[src/hdl/slsm_pkg.sv]
// Package for the sensor limit and stale monitor.
// Holds the parameter defaults, register indexes, table entry and sequencer types.
// Depends on nothing; the top level imports it.
package slsm_pkg;

   localparam int SENSORS_DEFAULT = 16;
   localparam int TICKS_DEFAULT   = 1000;

   typedef enum logic [1:0] {
      CSR_HIGH_LIMIT  = 2'd0,
      CSR_LOW_LIMIT   = 2'd1,
      CSR_RATE_LIMIT  = 2'd2,
      CSR_STALE_LIMIT = 2'd3
   } csr_index_type;

   localparam logic [31:0] HIGH_LIMIT_RESET  = 32'h7FFF_FFFF;
   localparam logic [31:0] LOW_LIMIT_RESET   = 32'h8000_0000;
   localparam logic [30:0] RATE_LIMIT_RESET  = 31'd0;
   localparam logic [15:0] STALE_LIMIT_RESET = 16'd3;
   localparam logic [15:0] STALE_COUNT_MAX   = 16'hFFFF;

   typedef struct packed {
      logic stale;
      logic high;
      logic low;
      logic rate;
   } flags_type;

   typedef struct packed {
      logic        primed;
      logic [31:0] value;
      logic [31:0] stamp;
      logic [31:0] rate;
      logic [15:0] count;
      flags_type   flags;
   } entry_type;

   typedef struct packed {
      logic stale;
      logic cleared;
      logic high;
      logic low;
      logic rate;
   } cause_type;

   typedef enum logic [2:0] {
      ST_IDLE,
      ST_READ,
      ST_EVAL,
      ST_MULT,
      ST_DIV,
      ST_FINISH,
      ST_EMIT2
   } state_type;

endpackage

[src/hdl/sensor_limit_stale_monitor.sv]
// Top level of the sensor limit and stale monitor: sequencer, sensor table,
// serial divider and register file.
// Depends on slsm_pkg.
//
// A check is one beat on the request channel: start is sampled while busy is low and
// carries sensor index, value and timestamp. Busy stays high while the check runs.
// An index of SENSORS or more is dropped at the beat and busy does not rise. A priming
// check, a check of an unprimed sensor and a repeated timestamp end after the read and
// evaluate states; a repeated timestamp gives at most one result, registered from the
// evaluate state. A fresh sample then passes a multiply state and a restoring divider,
// one quotient bit per cycle for 33 + clog2(TICKS_PER_SECOND) bits (43 for 1000 ticks),
// then a finish state, and an emit state when the check gives two results.
// Each result is shown for one cycle with rsp_valid high; a second result of the same
// check follows in the next cycle, and rsp_last_of_run marks the final one. The
// receiver cannot stall the result channel.
// Registers are written on the csr channel, which is always ready.
// Reset clears the sequencer, the result valid, the registers to their defaults and one
// valid bit per table entry, so every sensor starts unprimed at once with no clearing pass.
module sensor_limit_stale_monitor #(
   parameter int SENSORS          = slsm_pkg::SENSORS_DEFAULT,
   parameter int TICKS_PER_SECOND = slsm_pkg::TICKS_DEFAULT
) (
   input  logic               clock,
   input  logic               reset,
   input  logic               start,
   output logic               busy,
   input  logic [3:0]         req_sensor_index,
   input  logic signed [31:0] req_sample_value,
   input  logic [31:0]        req_sample_time,
   output logic               rsp_valid,
   output logic [3:0]         rsp_alarm_sensor,
   output logic               rsp_cause_stale,
   output logic               rsp_cause_cleared,
   output logic               rsp_cause_high,
   output logic               rsp_cause_low,
   output logic               rsp_cause_rate,
   output logic signed [31:0] rsp_alarm_value,
   output logic [31:0]        rsp_alarm_time,
   output logic               rsp_last_of_run,
   input  logic               csr_valid,
   output logic               csr_ready,
   input  logic [1:0]         csr_index,
   input  logic [31:0]        csr_data
);
   import slsm_pkg::*;

   localparam int IW    = (SENSORS > 1) ? $clog2(SENSORS) : 1;
   localparam int NUM_W = 33 + $clog2(TICKS_PER_SECOND);
   localparam int CW    = $clog2(NUM_W);

   state_type state_ff, state_in;

   logic signed [31:0] high_limit_ff;
   logic signed [31:0] low_limit_ff;
   logic [30:0]        rate_limit_ff;
   logic [15:0]        stale_limit_ff;

   logic [3:0]    idx_ff;
   logic [31:0]   val_ff;
   logic [31:0]   tim_ff;
   logic [IW-1:0] addr_ff;

   entry_type     mem [SENSORS];
   logic [SENSORS-1:0] vld_ff;
   entry_type     rd_ff;
   logic          rd_vld_ff;
   entry_type     ent;
   logic          wr_en;
   entry_type     wr_entry;

   logic             neg_ff, neg_in;
   logic [32:0]      mag_ff, mag_in;
   logic [31:0]      el_ff, el_in;
   logic [NUM_W-1:0] quo_ff, quo_in;
   logic [31:0]      rem_ff, rem_in;
   logic [CW-1:0]    cnt_ff, cnt_in;

   logic      rsp_valid_ff, rsp_valid_in;
   cause_type cause_ff, cause_in;
   cause_type cause2_ff, cause2_in;
   logic      last_ff, last_in;

   logic [8:0]  idx_ext;
   logic        accept;
   logic        in_range;
   logic        same_time;
   logic [15:0] cnt_new;
   logic        stale_fire;
   logic signed [32:0] dv;
   logic [32:0] shifted;
   logic        ge;
   logic [32:0] diff;
   logic        rate_over;
   logic [31:0] rate_sat;
   flags_type   now_flags;
   logic        was_any;
   logic        now_any;
   logic        limit_any;
   cause_type   limit_cause;
   logic        two_results;

   assign accept    = start && !busy;
   assign idx_ext   = {5'd0, req_sensor_index};
   assign in_range  = idx_ext < 9'(SENSORS);
   assign ent       = rd_vld_ff ? rd_ff : '0;
   assign same_time = tim_ff == ent.stamp;
   assign cnt_new   = (ent.count < STALE_COUNT_MAX) ? ent.count + 16'd1 : ent.count;
   assign stale_fire = (cnt_new >= stale_limit_ff) && !ent.flags.stale;
   assign dv        = $signed({val_ff[31], val_ff}) - $signed({ent.value[31], ent.value});

   assign shifted = {rem_ff, quo_ff[NUM_W-1]};
   assign ge      = shifted >= {1'b0, el_ff};
   assign diff    = shifted - {1'b0, el_ff};

   // The remainder settles the tie: |dv|*ticks > limit*elapsed exactly when the
   // quotient exceeds the limit, or equals it with a nonzero remainder.
   always_comb begin
      rate_over = 1'b0;
      if (rate_limit_ff != 31'd0) begin
         rate_over = (quo_ff > NUM_W'(rate_limit_ff)) ||
                     ((quo_ff == NUM_W'(rate_limit_ff)) && (rem_ff != 32'd0));
      end
      if (neg_ff) begin
         if (quo_ff > NUM_W'(33'h0_8000_0000)) begin
            rate_sat = 32'd0 - 32'h8000_0000;
         end else begin
            rate_sat = 32'd0 - quo_ff[31:0];
         end
      end else begin
         if (quo_ff > NUM_W'(33'h0_7FFF_FFFF)) begin
            rate_sat = 32'h7FFF_FFFF;
         end else begin
            rate_sat = quo_ff[31:0];
         end
      end
      now_flags.stale = 1'b0;
      now_flags.high  = $signed(val_ff) > high_limit_ff;
      now_flags.low   = $signed(val_ff) < low_limit_ff;
      now_flags.rate  = rate_over;
      was_any = ent.flags.high || ent.flags.low || ent.flags.rate;
      now_any = now_flags.high || now_flags.low || now_flags.rate;
      limit_cause = '0;
      limit_any   = 1'b0;
      if (!was_any && now_any) begin
         limit_cause.high = now_flags.high;
         limit_cause.low  = now_flags.low;
         limit_cause.rate = now_flags.rate;
         limit_any = 1'b1;
      end else if (was_any && !now_any) begin
         limit_cause.cleared = 1'b1;
         limit_any = 1'b1;
      end
      two_results = ent.flags.stale && limit_any;
   end

   always_comb begin
      state_in = state_ff;
      unique case (state_ff)
         ST_IDLE: begin
            if (accept && in_range) begin
               state_in = ST_READ;
            end
         end
         ST_READ: state_in = ST_EVAL;
         ST_EVAL: begin
            if (!ent.primed || same_time) begin
               state_in = ST_IDLE;
            end else begin
               state_in = ST_MULT;
            end
         end
         ST_MULT: state_in = ST_DIV;
         ST_DIV: begin
            if (cnt_ff == CW'(NUM_W - 1)) begin
               state_in = ST_FINISH;
            end
         end
         ST_FINISH: state_in = two_results ? ST_EMIT2 : ST_IDLE;
         ST_EMIT2:  state_in = ST_IDLE;
         default:   state_in = ST_IDLE;
      endcase
   end

   always_comb begin
      wr_en        = 1'b0;
      wr_entry     = ent;
      neg_in       = neg_ff;
      mag_in       = mag_ff;
      el_in        = el_ff;
      quo_in       = quo_ff;
      rem_in       = rem_ff;
      cnt_in       = cnt_ff;
      rsp_valid_in = 1'b0;
      cause_in     = cause_ff;
      cause2_in    = cause2_ff;
      last_in      = last_ff;
      unique case (state_ff)
         ST_EVAL: begin
            if (!ent.primed) begin
               wr_en           = tim_ff != 32'd0;
               wr_entry.primed = 1'b1;
               wr_entry.value  = val_ff;
               wr_entry.stamp  = tim_ff;
            end else if (same_time) begin
               wr_en          = 1'b1;
               wr_entry.count = cnt_new;
               if (stale_fire) begin
                  wr_entry.flags       = '0;
                  wr_entry.flags.stale = 1'b1;
                  rsp_valid_in         = 1'b1;
                  cause_in             = '0;
                  cause_in.stale       = 1'b1;
                  last_in              = 1'b1;
               end
            end else begin
               neg_in = dv[32];
               mag_in = dv[32] ? 33'(-dv) : 33'(dv);
               el_in  = tim_ff - ent.stamp;
               rem_in = 32'd0;
               cnt_in = '0;
            end
         end
         ST_MULT: begin
            quo_in = NUM_W'(NUM_W'(mag_ff) * NUM_W'(TICKS_PER_SECOND));
         end
         ST_DIV: begin
            rem_in = ge ? diff[31:0] : shifted[31:0];
            quo_in = {quo_ff[NUM_W-2:0], ge};
            cnt_in = cnt_ff + CW'(1);
         end
         ST_FINISH: begin
            wr_en          = 1'b1;
            wr_entry.value = val_ff;
            wr_entry.stamp = tim_ff;
            wr_entry.rate  = rate_sat;
            wr_entry.count = 16'd0;
            wr_entry.flags = now_flags;
            cause2_in      = limit_cause;
            if (ent.flags.stale) begin
               rsp_valid_in     = 1'b1;
               cause_in         = '0;
               cause_in.cleared = 1'b1;
               last_in          = !limit_any;
            end else if (limit_any) begin
               rsp_valid_in = 1'b1;
               cause_in     = limit_cause;
               last_in      = 1'b1;
            end
         end
         ST_EMIT2: begin
            rsp_valid_in = 1'b1;
            cause_in     = cause2_ff;
            last_in      = 1'b1;
         end
         default: begin
         end
      endcase
   end

   always_ff @(posedge clock) begin
      if (reset) begin
         state_ff       <= ST_IDLE;
         rsp_valid_ff   <= 1'b0;
         vld_ff         <= '0;
         high_limit_ff  <= HIGH_LIMIT_RESET;
         low_limit_ff   <= LOW_LIMIT_RESET;
         rate_limit_ff  <= RATE_LIMIT_RESET;
         stale_limit_ff <= STALE_LIMIT_RESET;
      end else begin
         state_ff     <= state_in;
         rsp_valid_ff <= rsp_valid_in;
         if (wr_en) begin
            vld_ff[addr_ff] <= 1'b1;
         end
         if (csr_valid && csr_ready) begin
            unique case (csr_index_type'(csr_index))
               CSR_HIGH_LIMIT:  high_limit_ff  <= csr_data;
               CSR_LOW_LIMIT:   low_limit_ff   <= csr_data;
               CSR_RATE_LIMIT:  rate_limit_ff  <= csr_data[30:0];
               CSR_STALE_LIMIT: stale_limit_ff <= csr_data[15:0];
               default: begin
               end
            endcase
         end
      end
   end

   always_ff @(posedge clock) begin
      if (accept) begin
         idx_ff  <= req_sensor_index;
         val_ff  <= req_sample_value;
         tim_ff  <= req_sample_time;
         addr_ff <= idx_ext[IW-1:0];
      end
      neg_ff    <= neg_in;
      mag_ff    <= mag_in;
      el_ff     <= el_in;
      quo_ff    <= quo_in;
      rem_ff    <= rem_in;
      cnt_ff    <= cnt_in;
      cause_ff  <= cause_in;
      cause2_ff <= cause2_in;
      last_ff   <= last_in;
   end

   always_ff @(posedge clock) begin
      if (wr_en) begin
         mem[addr_ff] <= wr_entry;
      end
      rd_ff     <= mem[addr_ff];
      rd_vld_ff <= vld_ff[addr_ff];
   end

   assign busy              = state_ff != ST_IDLE;
   assign csr_ready         = 1'b1;
   assign rsp_valid         = rsp_valid_ff;
   assign rsp_alarm_sensor  = idx_ff;
   assign rsp_cause_stale   = cause_ff.stale;
   assign rsp_cause_cleared = cause_ff.cleared;
   assign rsp_cause_high    = cause_ff.high;
   assign rsp_cause_low     = cause_ff.low;
   assign rsp_cause_rate    = cause_ff.rate;
   assign rsp_alarm_value   = val_ff;
   assign rsp_alarm_time    = tim_ff;
   assign rsp_last_of_run   = last_ff;

   // A result that is not the last of its check is followed by the other one at once.
   a_second_follows: assert property (@(posedge clock) disable iff (reset)
      (rsp_valid && !rsp_last_of_run) |=> (rsp_valid && rsp_last_of_run))
      else $error("second result of a check did not follow");

   // Every result carries exactly one kind of cause.
   a_one_kind: assert property (@(posedge clock) disable iff (reset)
      rsp_valid |-> $onehot({rsp_cause_stale, rsp_cause_cleared,
                             rsp_cause_high || rsp_cause_low || rsp_cause_rate}))
      else $error("result without exactly one kind of cause");

   // A stale alarm is always the only result of its check.
   a_stale_alone: assert property (@(posedge clock) disable iff (reset)
      (rsp_valid && rsp_cause_stale) |-> rsp_last_of_run)
      else $error("stale alarm not the last result");

   // No result appears in the cycle after a new check is taken.
   a_no_result_after_accept: assert property (@(posedge clock) disable iff (reset)
      (start && !busy) |=> !rsp_valid)
      else $error("result right after a new check was taken");

endmodule
[config.mk]
export PLATFORM = sky130hd
export DESIGN_NAME = sensor_limit_stale_monitor
export DESIGN_NICKNAME = d
export VERILOG_FILES = /design/src/hdl/slsm_pkg.sv /design/src/hdl/sensor_limit_stale_monitor.sv
export SDC_FILE = /design/constraint.sdc
export NUM_CORES = 2
export LEC_CHECK = 0
export BUFFER_PORTS_ARGS = -buffer_cell sky130_fd_sc_hd__buf_2
export CAP_MARGIN = 20
export CORE_ASPECT_RATIO = 1.4
export CORE_MARGIN = 1
export CORE_UTILIZATION = 30
export CTS_CLUSTER_DIAMETER = 120
export DETAILED_ROUTE_END_ITERATION = 7
export PLACE_DENSITY = 0.51
export SLEW_MARGIN = 10
export SYNTH_ARGS = -nofsm -noshare
export SYNTH_HDL_FRONTEND = slang
export SYNTH_SLANG_ARGS = --single-unit
[constraint.sdc]
create_clock -name clock -period 16.8 [get_ports clock]
set_input_delay 1.68 -clock clock [delete_from_list [all_inputs] [get_ports clock]]
set_output_delay 1.68 -clock clock [all_outputs]
set_load 0.1 [all_outputs]
==> impl_metrics.tcl <==
set metrics [dict create \
    outcome "finished, final reports clean" \
    r2r-end "mem[14][102]$_DFFE_PP_" \
    crit_arrival_ps 7300 \
    ys_warn_count 0 \
    worstHoldPathType "flip-flop to flip-flop" \
    hold_end "low_limit_ff[11]$_SDFFE_PP0P_" \
    slowest_delay_ps 820 \
    async_reset_ff_share_pct 0 \
    num_rows 225 \
    hold_start "low_limit_ff[11]$_SDFFE_PP0P_" \
    min_path_cells 2 \
    drv_slew 0 \
    p_int_mw 7.63 \
    viasPerCell 5.04 \
    power_density_nw_per_um2 109 \
    rsz0062_at_grt "false" \
    cts_setup_buffers 0 \
    nNetsFinal 5912 \
    swShare_pct 24.3 \
    combPwrFrac_pct 9.4 \
    cp-start-kind "flip-flop" \
    drt_iter0_markers 3183 \
    dr_total_vias 45600 \
    p_clk_share_pct 40.5 \
    worstPathCellList "nand2_1 > ha_1 > nand4_1 > nor4_1 > nand4_1 > nor2_1 > a21oi_1 > o21ai_0 > nor2b_1 > nand2_1 > nor2_4 > buf_4 > buf_4" \
    p_switching_mw 2.45 \
    antenna_left 0 \
    reg2regPathDepth 13 \
    synth_flop_cell "edfxtp_1" \
    critical_path_class "flip-flop to flip-flop" \
    cts_tree "done" \
    drive_gt1_share_pct 19.2 \
    dieArea_sq_um 273000 \
    start_util_pct 30.3 \
    worstMarginPinSlew_ps 1120 \
    seqCellArea_sq_um 51900 \
    h-tree-depth 4 \
    coreArea_sq_um 269000 \
    die_w_um 442 \
    cp_max_fo 61 \
    numCtsBuffers 182 \
    cp_num_buf_inv 2 \
    setup_violations 0 \
    path_delay_family "simple AND/OR/NAND/NOR gates" \
    clock_latency_ps 870 \
    final_hold_viol_count 0 \
    startpoint "rd_vld_ff$_DFF_P_" \
    syn_area_per_cell_sq_um 15.9 \
    cp.required_ps 17200 \
    portBuffers 181 \
    gp_congestion 0.832 \
    drt-total-wl_mm 229 \
    ys_types 98 \
    timing.rr.start "rd_vld_ff$_DFF_P_" \
    ys_seq_area_share_pct 63.8 \
    layout_common_cells "1584 x edfxtp_1, 430 x mux4_2, 376 x nand2_1" \
    syn_to_final_growth_pct 13.9 \
    design_area_sq_um 92700 \
    pin_count 183 \
    final_common_cell "edfxtp_1" \
    fillCellCount 25500 \
    die_h_um 618 \
    grt_pass1_wl_mm 331 \
    peakVddDrop_uv 83.0 \
    ctsHoldBuffers 0 \
    drc_errors 0 \
    synth_edf_count 1584 \
    seqPwrFrac_pct 50.1 \
    antenna_found_initial 19 \
    syn_area_sq_um 81400 \
    post-route-min-period_ps 6900 \
    grt_start_max_net_pins 132 \
    clock-root-buffer "clkbuf_16" \
    grt_overflow_total 0 \
    syn_inst 5131 \
    period_share_pct 41.0 \
    multi_input_area_sq_um 27500 \
    cp_slowest_cell "dfxtp_4" \
    slew_headroom_pct 25.5 \
    placed_area_sq_um 86800 \
    clockBufferDepth 4 \
    wl_per_cell_um 25.3 \
    fin_skew_ps 104 \
    grt_pass1_vias 47300 \
    cts_resized 0 \
    end_kind "flip-flop" \
    drv_cap 0 \
    cts_sinks 1801 \
    path_clk_slew_ps 60 \
    track_usage_pct 16.4 \
    syn-num-nets 5660 \
    rrSetupSlack_ps 9900 \
    drt_pass1_iterations 5 \
    ys_ff_latch 1801 \
    max_freq_mhz 145 \
    place_hpwl_mm 148 \
    static-leakage-power_nw 32.1 \
    finalSetupTns_ps 0 \
]
==> tightest hold or removal path, cell delays in order, from the launching register on <==
cell and delay [ps]:
dfxtp_1 310, nand2_1 50, a21oi_1 50
==> registers in the layout, summed over array words and instances (netlist names), 3 cells and up <==
| signal | flops |
|---|---|
| rsp_alarm_value | 32 |
| cnt_ff | 6 |
| quo_ff | 43 |
| rate_limit_ff | 31 |
| rsp_alarm_time | 32 |
| vld_ff | 16 |
| cause2_ff | 4 |
| rd_ff | 85 |
| stale_limit_ff | 16 |
| mag_ff | 33 |
| high_limit_ff | 32 |
| mem | 1360 |
| rem_ff | 32 |
| low_limit_ff | 32 |
| addr_ff | 4 |
| el_ff | 32 |
| state_ff | 3 |
==> per-stage QoR <==
stage               utilization (%)  setup slack, ps  power (mW)  hold WS (ps)  instances
floorplan                         -             6800        5.77           435       5131
global placement               32.3            10110        6.10           443       8708
detailed placement             32.3             9930        6.11           447       8713
CTS                            34.5             9880        10.2           456       9038
global route                   34.5             9630        10.4           468       9043
finish                         34.5             9900        10.1           455       9044
==> routing by layer <==
metal  up-vias  track usage (%)  wire length (um)
li1      20300                -                 -
met1     23900             20.2             93300
met2      1017             29.2            117000
met3       350             2.38              9950
met4         8             5.86              8230
met5         -                0                49
==> cell type report <==
type,count,share of cell area [%]
multi-input cells,2771,29.6
inverters,351,1.42
clock inverters,80,0.906
diodes,2,0.00540
repair buffers,276,1.84
clock buffers,245,5.43
well taps,3518,4.75
flip-flops and latches,1801,56.0
==> Yosys cell counts, types with 14 or more instances <==
cell         n  area, sq um
a211oi_1    22          165
nor2b_1     33          206
a31oi_1     23          144
fa_1       125         2500
xnor2_1     97          850
inv_1      351         1320
nand3_1     63          315
a211o_1     41          359
or3_1       15         93.8
o21ba_2     14          140
nor3_1      35          175
nand2_1    379         1420
clkbuf_1   154          578
o21a_1      15          113
a22o_1      64          561
and2_1      20          125
nand2b_1    22          138
a21oi_1    251         1260
and3_1      23          144
xor2_1      54          473
edfxtp_1  1584        47600
nor2_1     208          781
ha_1       298         3730
mux2i_1     20          200
buf_1       44          165
o21ai_0    131          656
mux4_2     430         9680
a21o_1     112          841
nor4_1      38          238
nand4_1     51          319
dfxtp_1    217         4340
==> how the worst max path moves through the flow <==
stage	endpoint	cells after the start
after CTS	mem[12][103]$_DFFE_PP_	13
final	mem[14][102]$_DFFE_PP_	13
after global routing	mem[12][103]$_DFFE_PP_	13
after detailed placement	mem[12][101]$_DFFE_PP_	13
after global placement	mem[14][108]$_DFFE_PP_	13
after floorplan	mem[2][0]$_DFFE_PP_	16
==> power by group through the flow <==
stage / clock, mW / combinational, mW / sequential (mW)
3_5_place_dp: 0 / 0.959 / 5.15
2_1_floorplan: 0 / 0.567 / 5.20
6_report: 4.09 / 0.944 / 5.05
4_1_cts: 4.19 / 0.961 / 5.05
3_3_place_gp: 0 / 0.954 / 5.15
5_1_grt: 4.33 / 1.01 / 5.06
==> cell families after synthesis <==
family / after synthesis / synth area share (%)
flops: 1801 / 63.8
mux: 457 / 12.2
xor+xnor: 151 / 1.63
other cells: 1 / 0.00461
simple gates: 935 / 5.36
buf+inv: 559 / 2.62
compound gates: 804 / 6.67
fa+ha+maj: 423 / 7.66
(Power assumes the default switching activity.)
